[config.mk]
export PLATFORM = sky130hd
export DESIGN_NAME = ssas_ctrl
export DESIGN_NICKNAME = d
export VERILOG_FILES = /design/src/rtl/ssas_pkg.sv /design/src/rtl/ssas_ctrl.sv
export SDC_FILE = /design/constraint.sdc
export NUM_CORES = 1
export LEC_CHECK = 0
export ABC_AREA = 1
export BUFFER_PORTS_ARGS = -buffer_cell sky130_fd_sc_hd__buf_2
export CORE_AREA = 2 2 39 41
export DETAILED_ROUTE_END_ITERATION = 8
export DIE_AREA = 0 0 41 43
export GPL_TIMING_DRIVEN = 1
export PLACE_DENSITY = 0.43
export SETUP_SLACK_MARGIN = 0.4
export SLEW_MARGIN = 0
export SYNTH_ARGS = -nofsm -noshare
export SYNTH_HDL_FRONTEND = slang
export SYNTH_SLANG_ARGS = --single-unit
export TNS_END_PERCENT = 30
[constraint.sdc]
create_clock -name clock -period 1.1 [get_ports clock]
set_input_delay 0.055 -clock clock [delete_from_list [all_inputs] [get_ports clock]]
set_output_delay 0.055 -clock clock [all_outputs]
set_load 0.02 [all_outputs]
[src/rtl/ssas_pkg.sv]
// Shared types and constants for the spiral search align stepper.
// Depends on nothing; used by the controller, datapath and top level.
`timescale 1ns / 1ps
`default_nettype none
package ssas_pkg;

   localparam int unsigned CSR_STEPS_PER_PIXEL = 0;
   localparam int unsigned CSR_SEARCH_STEP_X   = 1;
   localparam int unsigned CSR_SEARCH_STEP_Y   = 2;
   localparam int unsigned CSR_ALIGN_THRESHOLD = 3;
   localparam int unsigned CSR_CENTER_COLUMN   = 4;
   localparam int unsigned CSR_CENTER_ROW      = 5;

   localparam logic [23:0] STEPS_PER_PIXEL_RESET = 24'd65536;
   localparam logic [22:0] ALIGN_THRESHOLD_RESET = 23'd10;
   localparam logic signed [23:0] SMAX24 = 24'sh7FFFFF;
   localparam logic signed [23:0] SMIN24 = 24'sh800000;

   // Odd series coefficients of sin(pi/2 * x), Q30 magnitudes, highest first.
   localparam logic [31:0] QC1  = 32'd1686629713;
   localparam logic [31:0] QC3  = 32'd693598668;
   localparam logic [31:0] QC5  = 32'd85569306;
   localparam logic [31:0] QC7  = 32'd5026995;
   localparam logic [31:0] QC9  = 32'd172272;
   localparam logic [31:0] QC11 = 32'd3864;
   localparam logic [31:0] QC13 = 32'd61;

   typedef enum logic [2:0] {
      ST_IDLE,
      ST_TRIG,
      ST_SCALE,
      ST_ROT,
      ST_SUM,
      ST_SEARCH,
      ST_OUT
   } state_type;

   typedef struct packed {
      logic load;
      logic trig;
      logic scale;
      logic rot;
      logic sum;
      logic search;
   } cmd_type;

   typedef struct packed {
      logic match_found;
      logic restart;
   } status_type;

   // sin(pi/2 * t / 16384) in Q1.15; evaluated only on constants
   function automatic logic [15:0] quarter_sine(input logic [14:0] t);
      logic [63:0] x2;
      logic [63:0] p;
      x2 = ({49'd0, t} * {49'd0, t}) << 2;
      p = {32'd0, QC13};
      p = {32'd0, QC11} - ((p * x2) >> 30);
      p = {32'd0, QC9} - ((p * x2) >> 30);
      p = {32'd0, QC7} - ((p * x2) >> 30);
      p = {32'd0, QC5} - ((p * x2) >> 30);
      p = {32'd0, QC3} - ((p * x2) >> 30);
      p = {32'd0, QC1} - ((p * x2) >> 30);
      p = (p * {49'd0, t} + 64'd268435456) >> 29;
      if (p > 64'd32768) begin
         p = 64'd32768;
      end
      return p[15:0];
   endfunction

   // Signed Q1.15 sine of a 16-bit angle, 17 bits wide.
   function automatic logic signed [16:0] table_sine(input logic [15:0] a);
      logic [15:0] s;
      s = a[14] ? quarter_sine(15'd16384 - {1'b0, a[13:0]})
                : quarter_sine({1'b0, a[13:0]});
      return a[15] ? -$signed({1'b0, s}) : $signed({1'b0, s});
   endfunction

endpackage
`default_nettype wire

[src/rtl/ssas_ctrl.sv]
// Controller state machine for the spiral search align stepper.
// Depends on ssas_pkg; issues commands to ssas_datapath.
`timescale 1ns / 1ps
`default_nettype none
module ssas_ctrl (
   input  wire logic               clock,
   input  wire logic               reset,
   input  wire logic               req_valid,
   output logic                    req_stall,
   input  wire logic               rsp_stall,
   output logic                    rsp_valid,
   input  wire ssas_pkg::status_type status,
   output ssas_pkg::cmd_type       cmd
);
   ssas_pkg::state_type state_ff, state_in;

   always_ff @(posedge clock) begin
      if (reset) begin
         state_ff <= ssas_pkg::ST_IDLE;
      end else begin
         state_ff <= state_in;
      end
   end

   always_comb begin
      state_in  = state_ff;
      cmd       = '0;
      req_stall = 1'b1;
      rsp_valid = 1'b0;
      case (state_ff)
         ssas_pkg::ST_IDLE: begin
            req_stall = 1'b0;
            if (req_valid) begin
               cmd.load = 1'b1;
               state_in = ssas_pkg::ST_TRIG;
            end
         end
         ssas_pkg::ST_TRIG: begin
            if (status.match_found) begin
               cmd.trig = 1'b1;
               state_in = ssas_pkg::ST_SCALE;
            end else begin
               cmd.search = 1'b1;
               state_in = ssas_pkg::ST_OUT;
            end
         end
         ssas_pkg::ST_SCALE: begin
            cmd.scale = 1'b1;
            state_in  = ssas_pkg::ST_ROT;
         end
         ssas_pkg::ST_ROT: begin
            cmd.rot  = 1'b1;
            state_in = ssas_pkg::ST_SUM;
         end
         ssas_pkg::ST_SUM: begin
            cmd.sum  = 1'b1;
            state_in = ssas_pkg::ST_OUT;
         end
         ssas_pkg::ST_OUT: begin
            rsp_valid = 1'b1;
            if (!rsp_stall) begin
               state_in = ssas_pkg::ST_IDLE;
            end
         end
         default: begin
            state_in = ssas_pkg::ST_IDLE;
         end
      endcase
   end

   assert property (@(posedge clock) disable iff (reset)
      cmd.load |=> state_ff == ssas_pkg::ST_TRIG)
      else $error("load did not start work");
   assert property (@(posedge clock) disable iff (reset)
      rsp_valid |-> req_stall)
      else $error("new word taken while result pending");
   assert property (@(posedge clock) disable iff (reset)
      cmd.sum |=> rsp_valid)
      else $error("result not shown after sum");
endmodule
`default_nettype wire

**Word-level counts from Yosys, hierarchy flattened**

Cells that the tools add are included.

- Input bits: 6
- Output and inout bits: 8
- Word-level logic and storage cells: 25
- Memory bits (read-only): 0
- Latch bits: 0
- Flip-flop bits (word level): 3
- Memories: 0
- Memory bits (writable): 0

- Eq/ne operators: 7
- $mul: 0
- Reduce and logical (&&, ||, !) cells: 2
- Divide/modulo/power cells: 0
- Muxes and demuxes: 15
- Shift operators: 0
- Bitwise logic cells: 0
- Order comparisons: 0
- Add/subtract/negate cells: 0

Operators by type and width:

| kind | count |
|---|---|
| 3-bit one-hot mux with 6 select lines | 1 |
| 1-bit two-way mux | 11 |
| 3-bit two-way mux | 3 |
| 3-bit by 2-bit equality test with 1-bit output (second input constant) | 2 |
| 3-bit equality test (second input constant) | 2 |
| 2-bit != test (second input constant) | 2 |
| 3-bit by 1-bit equality test with 1-bit output (second input constant) | 1 |
| 3-bit logical NOT | 1 |
| 2-bit AND reduction | 1 |

**Depth between registers and ports, before layout**

Gate-level depths: netlist (run 1).

- Word-level depth: 3
- Mapped depth: 6
- Mapped depth without buffers: 6

**Worst setup path before layout (run 1)**

Ideal clock, no wire load.

- Kind: flip-flop to output port
- Start point: register state_ff[2]
- End point: output cmd[5] (netlist name)
- Slack: 52 ps
- Path buffers: 0
- Arrival: 993 ps
- Stages on the path, launching flop included: 4
- Data required time: 1045 ps
- Cells stage by stage: dfxtp_1 > nor2_1 > nand2_1 > nor2_1

RTL lines:

| item | line | text |
|---|---|---|
| start: declaration | ssas_ctrl.sv:15 | `ssas_pkg::state_type state_ff, state_in;` |
| start signal: assignment | ssas_ctrl.sv:19 | `state_ff <= ssas_pkg::ST_IDLE;` |
| start signal: assignment | ssas_ctrl.sv:21 | `state_ff <= state_in;` |
| end: declaration | ssas_ctrl.sv:13 | `output ssas_pkg::cmd_type cmd` |

==> flow_metrics.tcl, run 1 <==
set metrics [dict create \
    synth_edf_count 0 \
    grt_max_degree 7 \
    first_pass_iters 2 \
    hp-start "reset" \
    hp-class "in -> reg" \
    largest_reg_flops 3 \
    fin_cells 74 \
    p_per_area_nw_per_um2 1432 \
    drive_above_1_share_pct 60.34 \
    io-pin-count 14 \
    yosys.cell_types.count 10 \
    htreeDepth 1 \
    crit_fanout 4 \
    synth_area_leaders "dfxtp_1 30%, inv_1 21%, nor2_1 19%" \
    rsz0062_at_grt "true" \
    dpl.hpwl_um 398.6 \
    syn_to_final_growth_pct 129.4 \
    post_drt_wl_per_cell_um 8.000 \
    final_util_pct 33.18 \
    drv_cap 0 \
    critPathKind "reg -> out" \
    placed_cell_area_sq_um 302.8 \
    ant_nets 0 \
    synthArstFlopShare_pct 0 \
    synth_seq_cells 3 \
    hold_viol 0 \
    tightest_slew_ps 143.0 \
    rows 14 \
    fillers 161 \
    gr-total-overflow 0 \
    finalSetupViolations 0 \
    antenna_found_initial 0 \
    clockBufferDepth 2 \
    die_x_um 41 \
    synth_common_cells "11 x inv_1, 10 x nor2_1, 6 x nand2_1, 3 x dfxtp_1, 2 x nand3_1" \
    final-seq-area_sq_um 71.32 \
    die-area_sq_um 1763 \
    numCtsBuffers 3 \
    grt_pass1_wl_um 917 \
    core_sq_um 1384 \
    syn_area_sq_um 200.2 \
    dpl.cell_count 64 \
    timing.final.crit_share_pct 96.15 \
    status "completed" \
    worstReg2RegEnd "state_ff[1]$_SDFFE_PP0P_" \
    yosysMostFrequentCell "inv_1" \
    start_kind "flip-flop" \
    clock_latency_ps 230 \
    max_freq_ghz 0.9455 \
    initial_core_util_pct 14.47 \
    syn_nets 43 \
    fin_skew_ps 1.592 \
    tritoncts "done" \
    gp_congestion 0.5908 \
    timing.reg2reg.setup_slack_ps 140 \
    ys.flop_type "dfxtp_1" \
    dr_total_vias 282 \
    required_ps 1040 \
    endpoint_kind "output port" \
    via_per_inst 3.811 \
    grt_usage_pct 8.233 \
    timing.hold.ws_ps 72.28 \
    yosysSeqAreaShare_pct 30.00 \
    period_minus_slack_ps 1058 \
    peakVddDrop_uv 475.9 \
    drtIter0Drc 1 \
    slew_violations 0 \
    multiInputGateArea_sq_um 157.7 \
    yosysWarnings 0 \
    post-route-cell-area_sq_um 459.2 \
    regMostFlops "state_ff" \
    cts-root-buf "clkbuf_4" \
    r2r_cells 6 \
    min_path_cells 4 \
    regToRegStartpoint "state_ff[0]$_SDFFE_PP0P_" \
    clkTransAtPathRegs_ps 40 \
    floorplan.die.height_um 43 \
    p_leak_nw 0.2529 \
    avgSynthCellArea_sq_um 5.411 \
    synthCells 37 \
    grt_pass1_vias 250 \
    port_buffers 12 \
    whs_endpoint "state_ff[2]$_SDFFE_PP0P_" \
    antenna_cells 0 \
    clock_sinks 3 \
    reg.largest.list "state_ff: 3 flops" \
    drc 0 \
    critical_path_arrival_ps 1000 \
    wl_um 592 \
    netlist.area_leader.share_pct 30.00 \
    finalNetCount 65 \
    max_slew_margin_pct 90.43 \
    yosysTopAreaCell "dfxtp_1" \
]
cell families (layout without fill, tap and decap cells):
kind of cell           Yosys count  count (layout)  synth area share (%)
flip-flops                       3               3                 30.00
AND/OR/NAND/NOR                 20              20                 40.63
AO/OA/AOI/OAI                    2               2                 6.249
buffers and inverters           12              33                 23.12
per-stage QoR:
step | TNS, ps | worst slack [ps] | power, mW
4_1_cts | 0 | 29.52 | 0.6343
3_3_place_gp | 0 | 99.89 | 0.3526
5_1_grt | -75.34 | -26.75 | 0.7216
3_5_place_dp | 0 | 113.6 | 0.3529
6_report | 0 | 42.35 | 0.6576
2_1_floorplan | 0 | 210.6 | 0.3090
how the worst max path moves through the flow:
stage	from	endpoint	cells after the start
after detailed placement	state_ff[1]$_SDFFE_PP0P_	state_ff[1]$_SDFFE_PP0P_	5
after CTS	state_ff[2]$_SDFFE_PP0P_	cmd[5]	4
after floorplan	state_ff[2]$_SDFFE_PP0P_	cmd[5]	3
final	state_ff[0]$_SDFFE_PP0P_	cmd[5]	4
after global routing	state_ff[0]$_SDFFE_PP0P_	cmd[5]	4
after global placement	state_ff[1]$_SDFFE_PP0P_	state_ff[1]$_SDFFE_PP0P_	5
power by group:
group | leakage, nW | total (mW) | switching [mW] | internal [mW]
combinational | 0.211 | 0.303 | 0.162 | 0.141
clock | 0.0150 | 0.190 | 0.0541 | 0.136
sequential | 0.0267 | 0.164 | 0.0353 | 0.129
total | 0.253 | 0.658 | 0.251 | 0.406
layer usage:
| layer | global-route usage, % | vias up | share of wire [%] |
|---|---|---|---|
| li1 | - | 150 | - |
| met2 | 11.56 | 9 | 53 |
| met5 | 0 | - | 0 |
| met3 | 3.141 | 0 | 6.6 |
| met4 | 8.000 | 0 | 0 |
| met1 | 8.682 | 123 | 41 |
worst max-delay path, stage by stage, from the launching register on:
cell and delay (ps):
dfxtp_4 360, nor2_4 130, nand2_2 80, nor2_4 80, buf_6 110
cell type report:
| class | instances | area share (%) |
|---|---|---|
| inverters | 11 | 9.537 |
| flip-flops and latches | 3 | 15.53 |
| repair buffers | 18 | 30.52 |
| well taps | 16 | 4.360 |
| clock buffers | 4 | 5.722 |
| multi-input cells | 22 | 34.33 |
layout by cell type (no fill, tap or decap):
| cell | n |
|---|---|
| o211ai_1 | 1 |
| nor2_4 | 6 |
| dlygate4sd3_1 | 1 |
| nand2_4 | 1 |
| clkbuf_1 | 1 |
| o21ai_2 | 1 |
| inv_2 | 1 |
| nor2_1 | 4 |
| nand2_2 | 1 |
| inv_1 | 9 |
| inv_4 | 1 |
| buf_4 | 8 |
| nand3_1 | 2 |
| dfxtp_4 | 3 |
| buf_2 | 5 |
| clkbuf_4 | 3 |
| nand4_1 | 1 |
| buf_6 | 4 |
| nand2_1 | 4 |
| nor3_2 | 1 |
repair_timing:
action,in CTS,in global routing
pin swaps,5,8
resized for setup,23,7
hold buffers,1,0
setup buffers,3,2
setup endpoints to repair,11,11
endpoints found under the hold margin,1,0
Power figures use the tool's default switching activity.
==> inputs of run 2 (changes only) <==
--- a/config.mk
+++ b/config.mk
@@ -6,7 +6,7 @@
 export NUM_CORES = 1
 export LEC_CHECK = 0
 export ABC_AREA = 1
-export BUFFER_PORTS_ARGS = -buffer_cell sky130_fd_sc_hd__buf_2
+export BUFFER_PORTS_ARGS = -buffer_cell sky130_fd_sc_hd__clkbuf_2
 export CORE_AREA = 2 2 39 41
 export DETAILED_ROUTE_END_ITERATION = 8
 export DIE_AREA = 0 0 41 43
==> run 2 against run 1 <==
Global-route usage decreased by 0.10 points. Sequential power grew 2%. Utilization is 2.2 points higher. Flip-flop and latch count unchanged. Worst hold slack got worse by 4.4 ps. First-iteration DRC count grew 100%. Worst setup slack worse by 33 ps. Sequential share of layout area shrank 0.95 points. Count of clock-buffer cells in the layout stayed put. Clock power about the same.
==> flow_metrics.tcl, run 2 (synthesis results as in run 1) <==
set metrics [dict create \
    crit_buf_inv 1 \
    antenna_cells 0 \
    p_leak_nw 0.2627 \
    place_ws_ps 119.2 \
    htreeDepth 1 \
    antenna_found_initial 0 \
    finalSetupViolations 0 \
    critical_path_arrival_ps 1040 \
    p_per_area_nw_per_um2 1427 \
    peakVddDrop_uv 452.4 \
    finalNetCount 66 \
    endpoint_kind "output port" \
    floorplan.die.height_um 43 \
    max_slew_margin_pct 90.24 \
    crit_chain "nor2_4 > nand2_4 > nor2_2 > clkbuf_8" \
    multiInputGateArea_sq_um 150.1 \
    final_common_cell "inv_1" \
    hp-class "in -> reg" \
    die_x_um 41 \
    reg.largest.list "state_ff: 3 flops" \
    numCtsBuffers 3 \
    drive_above_1_share_pct 64.41 \
    die-area_sq_um 1763 \
    clock_sinks 3 \
    grt_pass1_vias 229 \
    status "completed" \
    regMostFlops "state_ff" \
    syn_to_final_growth_pct 144.4 \
    setup_slack_ps 9.615 \
    via_per_inst 3.787 \
    largest_reg_flops 3 \
    final-seq-area_sq_um 71.32 \
    wl_um 611 \
    cts-root-buf "clkbuf_4" \
    slowest_stage "dfxtp_4" \
    layout_common_cells "8 x inv_1, 6 x clkbuf_4" \
    tritoncts "done" \
    dpl.hpwl_um 394 \
    rows 14 \
    core_sq_um 1384 \
    slew_violations 0 \
    dr_total_vias 284 \
    hold_viol 0 \
    drc 0 \
    slowest_delay_ps 370 \
    first_pass_iters 4 \
    grt_max_degree 8 \
    port_buffers 12 \
    max_freq_ghz 0.9171 \
    fillers 146 \
    tightest_slew_ps 145.7 \
    timing.final.crit_share_pct 99.13 \
    crit_fanout 6 \
    placed_cell_area_sq_um 302.8 \
    critPathKind "reg -> out" \
    io-pin-count 14 \
    gp_congestion 0.5905 \
    initial_core_util_pct 14.47 \
    clockBufferDepth 2 \
    start_kind "flip-flop" \
    clkTransAtPathRegs_ps 40 \
    post-route-cell-area_sq_um 489.2 \
    clock_latency_ps 230 \
    grt_usage_pct 8.133 \
    ant_nets 0 \
    drtIter0Drc 2 \
    fin_skew_ps 1.427 \
    post_drt_wl_per_cell_um 8.147 \
    gr-total-overflow 0 \
    period_minus_slack_ps 1090 \
    grt_pass1_wl_um 903 \
    rsz0062_at_grt "true" \
    drv_cap 0 \
    path_delay_family "flip-flops" \
    required_ps 1040 \
]
[run 2: worst reg2reg max path, delay by kind of cell (launching register included)]
family                 cells  cell delay [ps]
and+or+nand+nor            5              410
DFF                        1              370
buffers and inverters      1              130
[run 2: where the power goes]
group	internal, mW	switching [mW]
registers	0.129	0.0392
clock network	0.136	0.0544
logic	0.175	0.165
[run 2: what timing repair did]
item                                    4_1_cts  5_1_grt
endpoints found under the hold margin         1        0
endpoints found under the setup margin       11       11
buffers inserted                              5        1
hold buffers                                  1        0
pin swaps                                    12        1
gates resized for setup                      31        5
[run 2: layout make-up]
class                           instances  share of cell area, %
Multi-Input combinational cell         22                  30.69
Sequential cell                         3                  14.58
Tap cell                               16                  4.092
Timing Repair Buffer                   19                  36.32
Inverter                               11                  8.951
Clock buffer                            4                  5.371
[run 2: final timing paths]
path                            startpoint                       end  slack (ps)  cells after the start
setup / recovery  state_ff[2]$_SDFFE_PP0P_                    cmd[4]          10                      4
hold reg to reg   state_ff[1]$_SDFFE_PP0P_  state_ff[0]$_SDFFE_PP0P_         580                      2
setup reg to reg  state_ff[2]$_SDFFE_PP0P_  state_ff[1]$_SDFFE_PP0P_         120                      6
hold / removal                   req_valid  state_ff[0]$_SDFFE_PP0P_          70                      3
[run 2: stage by stage]
step | TNS, ps | total power, mW | std cells | utilization [%] | hold WS, ps
global route | -121.6 | 0.7587 | 75 | 35.35 | 70.17
CTS | -11.58 | 0.6718 | 74 | 33.82 | 64.67
detailed placement | 0 | 0.3513 | 64 | 21.88 | 242.2
floorplan | 0 | 0.3090 | 37 | - | 127.4
finish | 0 | 0.6980 | 75 | 35.35 | 67.91
global placement | 0 | 0.3530 | 64 | 21.88 | 235.7
[run 2: metal layers]
layer / vias to the layer above / global-route usage, % / part of all wire, % / wire length, um
met1: 121 / 8.360 / 39 / 238
li1: 152 / - / - / -
met4: 0 / 8.000 / 0 / 0
met3: 0 / 3.141 / 7.5 / 46
met2: 11 / 11.56 / 53 / 326
met5: - / 0 / 0 / 0
==> inputs of run 3 (changes only) <==
==> constraint.sdc (replaced) <==
create_clock -name clock -period 1.05 [get_ports clock]
set_input_delay 0.0525 -clock clock [delete_from_list [all_inputs] [get_ports clock]]
set_output_delay 0.0525 -clock clock [all_outputs]
set_load 0.02 [all_outputs]
==> run 3 against run 2 <==
The flow now finishes with violations (setup timing). Power down 3.4%. Flip-flop and latch count unchanged. Die area unchanged. Critical path type unchanged. Highest routed layer unchanged.
==> flow_metrics.tcl, run 3 (synthesis results as in run 1) <==
set metrics [dict create \
    ant_nets 0 \
    layout_common_cells "8 x inv_1, 5 x nor2_1, 5 x buf_4" \
    clkTransAtPathRegs_ps 40 \
    cts-root-buf "clkbuf_4" \
    dr_total_vias 270 \
    regMostFlops "state_ff" \
    first_pass_iters 2 \
    worstSetupStartpoint "state_ff[2]$_SDFFE_PP0P_" \
    finalPower_mw 0.6741 \
    violations "setup timing" \
    hp-start "req_valid" \
    grt-busiest-layer "met2" \
    status "finished with violations" \
    hold_viol 0 \
    period_minus_slack_ps 1092 \
    p_leak_nw 0.2469 \
    start_kind "flip-flop" \
    drv_cap 0 \
    critPathKind "reg -> out" \
    timing.final.crit_share_pct 104.0 \
    setup_slack_ps -41.62 \
    die-area_sq_um 1763 \
    grt_usage_pct 7.430 \
    finalSetupViolations 3 \
    met2_usage_pct 11.25 \
    reg.largest.list "state_ff: 3 flops" \
    peakVddDrop_uv 433.0 \
    io-pin-count 14 \
    grt_pass1_wl_um 841 \
    min_path_cells 3 \
    dpl.hpwl_um 399.6 \
    die_x_um 41 \
    gr-total-overflow 0 \
    syn_to_final_growth_pct 125.0 \
    port_buffers 12 \
    largest_reg_flops 3 \
    rsz0062_at_grt "true" \
    tritoncts "done" \
    required_ps 1000 \
    dpl.cell_count 65 \
    regToRegStartpoint "state_ff[2]$_SDFFE_PP0P_" \
    fin_setup_tns_ps -60.42 \
    post_drt_wl_per_cell_um 7.875 \
    finalNetCount 63 \
    fin_skew_ps 0.2971 \
    p_per_area_nw_per_um2 1497 \
    max_slew_margin_pct 90.16 \
    tightest_slew_ps 146.9 \
    antenna_found_initial 0 \
    grt_max_degree 7 \
    slew_violations 0 \
    floorplan.die.height_um 43 \
    clock_sinks 3 \
    endpoint_kind "output port" \
    fin_cells 72 \
    critical_path_arrival_ps 1040 \
    initial_core_util_pct 14.47 \
    final_common_cell "inv_1" \
    core_sq_um 1384 \
    gp_congestion 0.5964 \
    numCtsBuffers 3 \
    crit_fanout 5 \
    antenna_cells 0 \
    clockBufferDepth 2 \
    max_freq_ghz 0.9161 \
    grt_pass1_vias 232 \
    htreeDepth 1 \
    drtIter0Drc 4 \
    hp-class "in -> reg" \
    post-route-cell-area_sq_um 450.4 \
    grt_use_met1_pct 7.395 \
    wl_um 567 \
    r2r_cells 6 \
    drc 0 \
    clock_latency_ps 230 \
    placed_cell_area_sq_um 310.3 \
    met3_usage_pct 1.571 \
    drive_above_1_share_pct 58.93 \
    rows 14 \
    via_per_inst 3.750 \
]
run 3: worst paths after layout:
path                                            endpoint  slack [ps]
worst max-delay path                              cmd[4]         -40
worst min-delay path            state_ff[0]$_SDFFE_PP0P_          80
worst max register to register  state_ff[2]$_SDFFE_PP0P_         130
worst min register to register  state_ff[0]$_SDFFE_PP0P_         550
run 3: cell type report:
type	count	area, sq um
clock buffers	4	26.28
fillers	163	933.4
repair buffers	16	143.9
inverters	11	43.79
multi-input cells	22	145.1
well taps	16	20.02
flip-flops and latches	3	71.32
run 3: power breakdown:
part | switching [mW] | internal (mW) | total (mW)
Sequential | 0.0367 | 0.135 | 0.172
Clock | 0.0572 | 0.142 | 0.199
Combinational | 0.160 | 0.143 | 0.303
run 3: stage by stage:
stage	util, %	hold slack, ps	setup slack [ps]
CTS	31.46	62.73	-50.00
floorplan	-	124.9	163.1
global placement	22.42	233.1	49.95
detailed placement	22.42	238.7	73.00
finish	32.55	79.33	-41.62
global route	32.55	87.65	-90.02
run 3: per-layer routing:
metal | vias up | wire length, um
met4 | 0 | 0
li1 | 147 | -
met2 | 9 | 319
met1 | 114 | 214
met3 | 0 | 34
met5 | - | 0
run 3: timing repair:
| item | in CTS | in global routing |
|---|---|---|
| endpoints found under the setup margin | 11 | 11 |
| resized for setup | 23 | 11 |
| gates cloned | 0 | 0 |
| hold buffers | 1 | 0 |
| pin swaps | 9 | 6 |
| setup buffers | 2 | 0 |
| hold endpoints to repair | 1 | 0 |
run 3: worst max-delay path, cell delays in order (launching register included):
cell and delay [ps]:
dfxtp_4 360, nor2_4 120, nand2_4 70, nor2_2 110
clkbuf_8 140
